File: config.mk
export PLATFORM = sky130hd
export DESIGN_NAME = connection_credit_and_frame_tracker_unit
export DESIGN_NICKNAME = d
export VERILOG_FILES = /design/src/rtl/cfft_pkg.sv /design/src/rtl/cfft_frame.sv /design/src/rtl/cfft_event_unit.sv /design/src/rtl/cfft_credit_calc.sv /design/src/rtl/connection_credit_and_frame_tracker_unit.sv
export SDC_FILE = /design/constraint.sdc
export NUM_CORES = 2
export LEC_CHECK = 0
export BUFFER_PORTS_ARGS = -buffer_cell sky130_fd_sc_hd__buf_4
export CELL_PAD_IN_SITES_DETAIL_PLACEMENT = 2
export CELL_PAD_IN_SITES_GLOBAL_PLACEMENT = 2
export CORE_MARGIN = 2
export CORE_UTILIZATION = 38
export CTS_BUF_LIST = sky130_fd_sc_hd__clkbuf_2
export CTS_CLUSTER_DIAMETER = 60
export CTS_CLUSTER_SIZE = 12
export DETAILED_ROUTE_END_ITERATION = 6
export GPL_TIMING_DRIVEN = 1
export HOLD_SLACK_MARGIN = 0.08
export PLACE_DENSITY_LB_ADDON = 0.08
export SLEW_MARGIN = 25
export SYNTH_ARGS = -nofsm -noshare
export SYNTH_HDL_FRONTEND = slang
export SYNTH_HIERARCHICAL = 1
export SYNTH_SLANG_ARGS = --single-unit
File: constraint.sdc
create_clock -name clock -period 14 [get_ports clock]
set_input_delay 0.7 -clock clock [delete_from_list [all_inputs] [get_ports clock]]
set_output_delay 0.7 -clock clock [all_outputs]
set_load 0.01 [all_outputs]
File: src/rtl/cfft_pkg.sv
// ----------------------------------------------------------------------------
// cfft_pkg
// Shared types and constants for the connection credit and frame tracker:
// event codes, register indexes, frame status and the channel payloads.
// ----------------------------------------------------------------------------
`default_nettype none

package cfft_pkg;

   // field widths
   localparam int LIMIT_W = 62;
   localparam int OP_W    = 4;
   localparam int CSR_IDX_W = 1;

   // event codes
   localparam logic [OP_W-1:0] OP_QUERY         = 4'd0;
   localparam logic [OP_W-1:0] OP_PEER_LIMIT    = 4'd1;
   localparam logic [OP_W-1:0] OP_QUEUE_MAXDATA = 4'd2;
   localparam logic [OP_W-1:0] OP_TAKE_MAXDATA  = 4'd3;
   localparam logic [OP_W-1:0] OP_ACK_MAXDATA   = 4'd4;
   localparam logic [OP_W-1:0] OP_LOST_MAXDATA  = 4'd5;
   localparam logic [OP_W-1:0] OP_QUEUE_BLOCKED = 4'd6;
   localparam logic [OP_W-1:0] OP_TAKE_BLOCKED  = 4'd7;
   localparam logic [OP_W-1:0] OP_ACK_BLOCKED   = 4'd8;
   localparam logic [OP_W-1:0] OP_LOST_BLOCKED  = 4'd9;

   // configuration register indexes
   localparam logic [CSR_IDX_W-1:0] REG_INIT_PEER_LIMIT = 1'b0;
   localparam logic [CSR_IDX_W-1:0] REG_INIT_ADV_LIMIT  = 1'b1;

   // frame kinds
   localparam logic FRAME_MAXDATA = 1'b0;
   localparam logic FRAME_BLOCKED = 1'b1;

   // life cycle of one control frame
   typedef enum logic [1:0] {
      ST_NONE    = 2'd0,
      ST_PENDING = 2'd1,
      ST_SENT    = 2'd2,
      ST_ACKED   = 2'd3
   } frame_status_type;

   // one event on the request channel
   typedef struct packed {
      logic [OP_W-1:0]    op;
      logic [LIMIT_W-1:0] limit_value;
      logic [LIMIT_W-1:0] queued_total;
      logic [LIMIT_W-1:0] sent_offset;
   } req_type;

   // one result on the response channel
   typedef struct packed {
      logic [LIMIT_W-1:0] send_allowance;
      logic               blocked_due;
      logic               frame_valid;
      logic               frame_kind;
      logic [LIMIT_W-1:0] frame_limit;
   } rsp_type;

   // post-event values handed to the credit stage
   typedef struct packed {
      logic [LIMIT_W-1:0] peer_limit;
      logic [LIMIT_W-1:0] queued_total;
      logic [LIMIT_W-1:0] sent_offset;
      logic               frame_valid;
      logic               frame_kind;
      logic [LIMIT_W-1:0] frame_limit;
   } mid_type;

   // controls for one frame tracker, at most one set per event
   typedef struct packed {
      logic store;
      logic take;
      logic ack;
      logic lost;
   } frame_ctrl_type;

endpackage

`default_nettype wire

File: src/rtl/cfft_frame.sv
// ----------------------------------------------------------------------------
// cfft_frame
// Tracks one control frame: its value, whether present, and its status
// through none, pending, sent and acknowledged.
// ----------------------------------------------------------------------------
`default_nettype none

module cfft_frame (
   input  wire logic                        clock,
   input  wire logic                        reset,
   input  wire cfft_pkg::frame_ctrl_type    ctrl,
   input  wire logic [cfft_pkg::LIMIT_W-1:0] store_value,
   output logic [cfft_pkg::LIMIT_W-1:0]     frame_value,
   output logic                             frame_present,
   output cfft_pkg::frame_status_type       frame_status,
   output logic                             emit
);
   import cfft_pkg::*;

   logic [LIMIT_W-1:0] value_ff, value_in;
   logic               present_ff, present_in;
   frame_status_type   status_ff, status_in;
   logic               match;

   assign match = present_ff && (value_ff == store_value);

   // next status
   always_comb begin
      value_in   = value_ff;
      present_in = present_ff;
      status_in  = status_ff;
      priority if (ctrl.store) begin
         value_in   = store_value;
         present_in = 1'b1;
         status_in  = ST_PENDING;
      end else if (ctrl.take && present_ff && status_ff == ST_PENDING) begin
         status_in = ST_SENT;
      end else if (ctrl.ack && match) begin
         status_in = ST_ACKED;
      end else if (ctrl.lost && match && status_ff != ST_ACKED) begin
         status_in = ST_PENDING;
      end else begin
         status_in = status_ff;
      end
   end

   // outputs
   always_comb begin
      frame_value   = value_ff;
      frame_present = present_ff;
      frame_status  = status_ff;
      emit          = ctrl.take && present_ff && (status_ff == ST_PENDING);
   end

   always_ff @(posedge clock) begin
      if (reset) begin
         present_ff <= 1'b0;
         status_ff  <= ST_NONE;
      end else begin
         present_ff <= present_in;
         status_ff  <= status_in;
      end
   end

   // value is qualified by present, no reset needed
   always_ff @(posedge clock) begin
      value_ff <= value_in;
   end

endmodule

`default_nettype wire

File: src/rtl/cfft_event_unit.sv
// ----------------------------------------------------------------------------
// cfft_event_unit
// Applies one event to the limit and frame state and hands the post-event
// peer limit and any emitted frame on to the credit stage.
// ----------------------------------------------------------------------------
`default_nettype none

module cfft_event_unit (
   input  wire logic                          clock,
   input  wire logic                          reset,
   input  wire logic                          go,
   input  wire cfft_pkg::req_type             ev,
   input  wire logic                          csr_we,
   input  wire logic [cfft_pkg::CSR_IDX_W-1:0] csr_index,
   input  wire logic [cfft_pkg::LIMIT_W-1:0]  csr_wdata,
   output cfft_pkg::mid_type                  mid
);
   import cfft_pkg::*;

   logic [LIMIT_W-1:0] peer_limit_ff, peer_limit_in;
   logic [LIMIT_W-1:0] adv_limit_ff, adv_limit_in;
   frame_ctrl_type     md_ctrl, bl_ctrl;
   logic [LIMIT_W-1:0] md_value, bl_value;
   logic               md_present, bl_present;
   frame_status_type   md_status, bl_status;
   logic               md_emit, bl_emit;
   logic               adv_raise, bl_dup;

   assign adv_raise = ev.limit_value > adv_limit_ff;
   assign bl_dup    = bl_present && (bl_value == ev.limit_value) &&
                      (bl_status != ST_NONE);

   // event decode
   always_comb begin
      md_ctrl = '0;
      bl_ctrl = '0;
      if (go) begin
         unique case (ev.op)
            OP_QUEUE_MAXDATA: md_ctrl.store = adv_raise;
            OP_TAKE_MAXDATA:  md_ctrl.take  = 1'b1;
            OP_ACK_MAXDATA:   md_ctrl.ack   = 1'b1;
            OP_LOST_MAXDATA:  md_ctrl.lost  = 1'b1;
            OP_QUEUE_BLOCKED: bl_ctrl.store = !bl_dup;
            OP_TAKE_BLOCKED:  bl_ctrl.take  = 1'b1;
            OP_ACK_BLOCKED:   bl_ctrl.ack   = 1'b1;
            OP_LOST_BLOCKED:  bl_ctrl.lost  = 1'b1;
            default: begin
               md_ctrl = '0;
               bl_ctrl = '0;
            end
         endcase
      end
   end

   // limits only rise; a register write loads the limit directly
   always_comb begin
      peer_limit_in = peer_limit_ff;
      adv_limit_in  = adv_limit_ff;
      if (csr_we) begin
         if (csr_index == REG_INIT_PEER_LIMIT) begin
            peer_limit_in = csr_wdata;
         end
         if (csr_index == REG_INIT_ADV_LIMIT) begin
            adv_limit_in = csr_wdata;
         end
      end else if (go) begin
         if (ev.op == OP_PEER_LIMIT && ev.limit_value > peer_limit_ff) begin
            peer_limit_in = ev.limit_value;
         end
         if (md_ctrl.store) begin
            adv_limit_in = ev.limit_value;
         end
      end
   end

   always_ff @(posedge clock) begin
      if (reset) begin
         peer_limit_ff <= '0;
         adv_limit_ff  <= '0;
      end else begin
         peer_limit_ff <= peer_limit_in;
         adv_limit_ff  <= adv_limit_in;
      end
   end

   cfft_frame u_maxdata (
      .clock         (clock),
      .reset         (reset),
      .ctrl          (md_ctrl),
      .store_value   (ev.limit_value),
      .frame_value   (md_value),
      .frame_present (md_present),
      .frame_status  (md_status),
      .emit          (md_emit)
   );

   cfft_frame u_blocked (
      .clock         (clock),
      .reset         (reset),
      .ctrl          (bl_ctrl),
      .store_value   (ev.limit_value),
      .frame_value   (bl_value),
      .frame_present (bl_present),
      .frame_status  (bl_status),
      .emit          (bl_emit)
   );

   // post-event values; a raised peer limit counts at once
   always_comb begin
      mid.peer_limit   = peer_limit_in;
      mid.queued_total = ev.queued_total;
      mid.sent_offset  = ev.sent_offset;
      mid.frame_valid  = md_emit || bl_emit;
      mid.frame_kind   = bl_emit ? FRAME_BLOCKED : FRAME_MAXDATA;
      if (md_emit) begin
         mid.frame_limit = md_value;
      end else if (bl_emit) begin
         mid.frame_limit = bl_value;
      end else begin
         mid.frame_limit = '0;
      end
      if (md_status == ST_NONE && md_present) begin
         mid.frame_kind = mid.frame_kind;
      end
   end

endmodule

`default_nettype wire

File: src/rtl/cfft_credit_calc.sv
// ----------------------------------------------------------------------------
// cfft_credit_calc
// Works out sendable bytes and the blocked flag from the post-event
// peer limit, queued bytes and sent offset.
// ----------------------------------------------------------------------------
`default_nettype none

module cfft_credit_calc (
   input  wire cfft_pkg::mid_type mid,
   output cfft_pkg::rsp_type      rsp
);
   import cfft_pkg::*;

   logic [LIMIT_W-1:0] credit, unsent;

   // both differences floored at zero
   always_comb begin
      credit = (mid.peer_limit > mid.sent_offset) ?
               mid.peer_limit - mid.sent_offset : '0;
      unsent = (mid.queued_total > mid.sent_offset) ?
               mid.queued_total - mid.sent_offset : '0;
   end

   always_comb begin
      rsp.send_allowance = (credit < unsent) ? credit : unsent;
      rsp.blocked_due    = mid.queued_total > mid.peer_limit;
      rsp.frame_valid    = mid.frame_valid;
      rsp.frame_kind     = mid.frame_kind;
      rsp.frame_limit    = mid.frame_limit;
   end

endmodule

`default_nettype wire

File: src/rtl/connection_credit_and_frame_tracker_unit.sv
// ----------------------------------------------------------------------------
// connection_credit_and_frame_tracker_unit
// Connection-level credit tracker with max-data and data-blocked control
// frame life cycles. One event in, one result out.
//
// Usage:
//  - req_*: one event per transfer (op, limit, queued bytes, sent offset).
//  - rsp_*: one result per event, in order: sendable bytes, blocked flag
//    and any control frame emitted by a take event.
//  - csr_*: write-only; index 0 loads the peer limit, index 1 the
//    advertised limit. Write only while no event is in flight.
//  - Three register stages: input, event (state update), result. Response
//    valid is the valid flag of the result register; one event per
//    cycle is sustained while rsp_ready stays high.
//  - Reset clears both limits to zero and returns both frames to none.
//  - When rsp_ready is low the stages fill up; req_ready drops only once
//    all three hold an event, and nothing is lost or repeated.
// ----------------------------------------------------------------------------
`default_nettype none

module connection_credit_and_frame_tracker_unit (
   input  wire logic                          clock,
   input  wire logic                          reset,
   input  wire logic                          req_valid,
   output logic                               req_ready,
   input  wire cfft_pkg::req_type             req_data,
   output logic                               rsp_valid,
   input  wire logic                          rsp_ready,
   output cfft_pkg::rsp_type                  rsp_data,
   input  wire logic                          csr_we,
   input  wire logic [cfft_pkg::CSR_IDX_W-1:0] csr_index,
   input  wire logic [cfft_pkg::LIMIT_W-1:0]  csr_wdata
);
   import cfft_pkg::*;

   logic    in_valid_ff, in_valid_in;
   logic    mid_valid_ff, mid_valid_in;
   logic    out_valid_ff, out_valid_in;
   req_type in_ff;
   mid_type mid_ff, mid_comb;
   rsp_type out_ff, out_comb;
   logic    out_load_ok, mid_free, mid_go, in_free, in_go;

   // stage advance, ready chained back from the response side
   always_comb begin
      out_load_ok  = !out_valid_ff || rsp_ready;
      mid_go       = mid_valid_ff && out_load_ok;
      mid_free     = !mid_valid_ff || out_load_ok;
      in_go        = in_valid_ff && mid_free;
      in_free      = !in_valid_ff || mid_free;
      in_valid_in  = in_free ? req_valid : in_valid_ff;
      mid_valid_in = mid_free ? in_go : mid_valid_ff;
      out_valid_in = out_load_ok ? mid_go : out_valid_ff;
   end

   assign req_ready = in_free;
   assign rsp_valid = out_valid_ff;
   assign rsp_data  = out_ff;

   always_ff @(posedge clock) begin
      if (reset) begin
         in_valid_ff  <= 1'b0;
         mid_valid_ff <= 1'b0;
         out_valid_ff <= 1'b0;
      end else begin
         in_valid_ff  <= in_valid_in;
         mid_valid_ff <= mid_valid_in;
         out_valid_ff <= out_valid_in;
      end
   end

   // payload registers
   always_ff @(posedge clock) begin
      if (req_valid && in_free) begin
         in_ff <= req_data;
      end
      if (in_go) begin
         mid_ff <= mid_comb;
      end
      if (mid_go) begin
         out_ff <= out_comb;
      end
   end

   cfft_event_unit u_event (
      .clock     (clock),
      .reset     (reset),
      .go        (in_go),
      .ev        (in_ff),
      .csr_we    (csr_we),
      .csr_index (csr_index),
      .csr_wdata (csr_wdata),
      .mid       (mid_comb)
   );

   cfft_credit_calc u_credit (
      .mid (mid_ff),
      .rsp (out_comb)
   );

endmodule

`default_nettype wire

==> out/qor.csv <==
stage,metric,value,unit
status,status,"finished, final reports clean",
floorplanning,Die H,351,microns
sta,fin crit share,55.5,%
routing,Remaining DRCs,0,
placed_design,routability cong.,0.891,
clock_tree,Bufs on Longest Clock Path,3,
routing,Avg WL per Cell,28.9,microns
synthesis,register bit total from synthesis,824,
synthesis,Syn Area/Cell,11.1,sq um
sta,Final Hold Vio Count,0,
critical_path,CP Launch Point,mid_ff[71]$_DFFE_PP_,
power_and_ir_drop,Pleak,21.9,nW
placed_design,Port Buffers,386,
floorplanning,Die ar.,123000,sq um
synthesis,top cell type's share of synthesized area,45.3,%
routing,DRT iter0 DRCs,2178,
critical_path,"setup slack, reg-to-reg",6.23,ns
power_and_ir_drop,VDD IR-drop max,0.0000681,V
grt,largest net degree at the start of global routing,107,
final_layout,final non-filler cell total,6539,
clock_tree,Num CTS Buffers,98,
critical_path,Reg-to-Reg Start,mid_ff[71]$_DFFE_PP_,
grt,first-pass GRT wire length,273,mm
min_path,Hold Path Sink,u_event/adv_limit_ff[46]$_SDFFE_PP0P_,
sta,setup violators final,0,
critical_path,crit-path leading delay family,compound AO/OA/AOI/OAI gates,
critical_path,"Slowest-stage cell, CP",o41ai_1,
critical_path,r2r worst-path depth,25,
clock_tree,Post-CTS Repair Setup Buffers,0,
critical_path,CP endpoint kind,flip-flop,
synthesis,distinct cell type count of the synthesized netlist,94,
clock_tree,clock transition at the registers of the reported paths,0.21,ns
synthesis,main flop type after synthesis,edfxtp_1,
routing,Vias/cell,5.59,
clock_tree,clock sink count,824,
clock_tree,CTS tree,done,
sta,measured slew at the worst slew-check pin,1.12,ns
critical_path,WP data required,15.06,ns
critical_path,CP max FO,72,
grt,initial antenna violation count,5,
critical_path,r2r endpoint,rsp_data[74]$_DFFE_PP_,
power_and_ir_drop,final total power,5.57,mW
grt,vias in the first global route,39699,
grt,total congestion overflow,0,
critical_path,Critical Path Source Type,flip-flop,
clock_tree,post-cts sizing count,0,
floorplanning,row cnt,127,
job,maxcap violations,0,
critical_path,crit-path max cell delay,0.73,ns
synthesis,"Cell Area, Synth",45800,sq um
sta,RSZ-0062 raised after global routing,no,
clock_tree,hold buffers post-CTS,488,
placed_design,Post-Place Cells,5873,
routing,DR pass1 iterations,5,
critical_path,Worst EP arrival,8.82,ns
grt,All-Layer GR Usage,30.2,%
routing,drt total wl,189,mm
synthesis,number of synthesized flops with an enable pin,691,
critical_path,CP bufs+invs,6,
clock_tree,Root Driver,clkbuf_2,
synthesis,leading area contributor after synthesis,edfxtp_1,
min_path,min-delay src,csr_wdata[46],
sta,Rel. slew slack,24.9,%
final_layout,area delta synth->final,20.6,%
synthesis,Mapped Nets,4774,
min_path,Hold Crit Class,in -> reg,
sta,highest clock rate,129,MHz
sta,minimum clock period,7.77,ns
critical_path,crit path kind,reg -> reg,
floorplanning,chip width,351,microns
sta,Fin Setup TNS,0,ns
final_layout,fill count,12315,
synthesis,synthesized instance count,4143,
synthesis,Post-synth ARST share,0,%
synthesis,Synth Warn #,6,
floorplanning,Ports,387,
min_path,hold path cells,5,
placed_design,Final HPWL DP,133,mm
routing,DR vias,36534,
power_and_ir_drop,PD cells,101,nW/um^2
clock_tree,"Clk Latency, worst-skew pair",1.43,ns
synthesis,Area contributors post-synth,"edfxtp_1 (45%), ha_1 (10%), dfxtp_1 (5.8%)",
floorplanning,Starting Density,38.2,%
final_layout,area of the multi-input gates,19000,sq um
synthesis,post-synthesis sequential area ratio,51.1,%
clock_tree,CTS H-tree depth,3,
sta,"Slew Viols, Final",0,
final_layout,Nets,5481,
routing,post-route antenna net violation count,0,
final_layout,share of cells above drive strength 1,13.9,%
sta,clk_skew,0.161,ns
floorplanning,core area,120000,sq um
final_layout,flip-flop and latch area,23400,sq um
-- flip-flops by register name, summed over array words and instances (netlist names) --
name / flops
u_event/u_blocked/frame_status: 2
u_event/u_blocked/frame_value: 62
u_event/peer_limit_ff: 62
u_event/u_maxdata/frame_present: 1
mid_ff: 250
u_event/u_maxdata/frame_value: 62
u_event/u_maxdata/frame_status: 2
u_event/adv_limit_ff: 62
in_valid_ff: 1
in_ff: 190
rsp_data: 127
rsp_valid: 1
mid_valid_ff: 1
u_event/u_blocked/frame_present: 1
-- how the worst max path moves through the flow --
| stage | to | cells past startpoint | slack (ns) |
|---|---|---|---|
| 2_1_floorplan | u_event/u_blocked/frame_status[1]$_SDFFE_PP0P_ | 8 | 2.00 |
| 3_3_place_gp | rsp_data[126]$_DFFE_PP_ | 25 | 6.02 |
| 3_5_place_dp | rsp_data[124]$_DFFE_PP_ | 26 | 5.88 |
| 4_1_cts | rsp_data[124]$_DFFE_PP_ | 26 | 5.95 |
| 5_1_grt | rsp_data[102]$_DFFE_PP_ | 24 | 5.90 |
| 6_report | rsp_data[74]$_DFFE_PP_ | 25 | 6.23 |
-- layout by cell type (no fill, tap or decap), drive strengths merged, types with 8 or more instances in the layout --
cell type	instances
o221ai	12
nand2	235
a22o	63
nor3	42
o21bai	19
a21oi	278
a21o	122
xnor2	131
a211oi	81
nand4	102
inv	353
o21a	20
and3	22
xor2	112
o221a	63
edfxtp	691
nor2b	69
and4	11
o21ai	142
and2	33
o22ai	77
clkinv	20
bufinv	8
nand2b	40
ha	371
dfxtp	133
nand3	74
or3	13
a2111o	13
a221oi	10
buf	454
dlygate4sd3	488
clkbuf	119
nor2	280
a31oi	20
nor4	42
o211ai	22
o31ai	15
a21boi	8
clkinvlp	11
-- power breakdown --
part           internal [mW]  leakage, nW  total (mW)  switching, mW
Clock                  0.417        0.736        1.42           1.01
Sequential              2.79         7.68        2.88         0.0874
Combinational          0.506         13.5        1.27          0.760
-- per-layer routing --
metal | share of wire (%) | up-vias | GRT usage [%]
li1 | - | 16542 | -
met1 | 42 | 18707 | 37.3
met2 | 50 | 963 | 53.0
met3 | 3.5 | 322 | 2.96
met4 | 5.0 | 0 | 14.0
met5 | 0 | - | 0
-- tightest hold or removal path, stage by stage --
cell	delay, ns
dlygate4sd3_1	0.54
buf_4	0.15
nor2_1	0.10
nor2_1	0.05
o221a_1	0.10
-- synth_stat cells, types with 112 or more instances --
cell	n
edfxtp_1	691
ha_1	371
inv_1	340
nor2_1	280
a21oi_1	278
nand2_1	235
buf_4	189
dfxtp_1	133
xnor2_1	131
o21ai_0	126
a21o_1	122
xor2_1	112
-- final cells by class --
class                      instances  area share (%)
clock inverter                    52            1.02
multi-input combinational       2644            34.5
sequential                       824            42.4
antenna                            6          0.0272
clock buffer                     119            1.08
timing repair buffer             942            15.1
inverter                         340            2.31
tap                             1612            3.65
-- stage by stage --
step / util [%] / hold WS, ns / cell area, sq um / setup WS (ns)
after floorplan: - / 0.440 / 45800 / 2.00
after global placement: 41.0 / 0.401 / 49100 / 6.02
after detailed placement: 41.0 / 0.405 / 49100 / 5.88
after CTS: 46.1 / 0.0810 / 55200 / 5.95
after global routing: 46.1 / 0.150 / 55200 / 5.90
final: 46.1 / 0.274 / 55200 / 6.23
-- logic make-up (layout without fill, tap and decap cells) --
family                     Yosys count  count (layout)  synth area share, %
AOI/OAI and AO/OA                 1030            1030                 15.8
xor gates and xnor gates           243             243                 4.65
adders and majority gates          373             373                 10.2
buffers and inverters              675            1453                 7.44
DFF                                824             824                 51.1
muxes                                7               7                0.161
other                                0               6                    0
and+or+nand+nor                    991             991                 10.6
(Power assumes the default switching activity.)
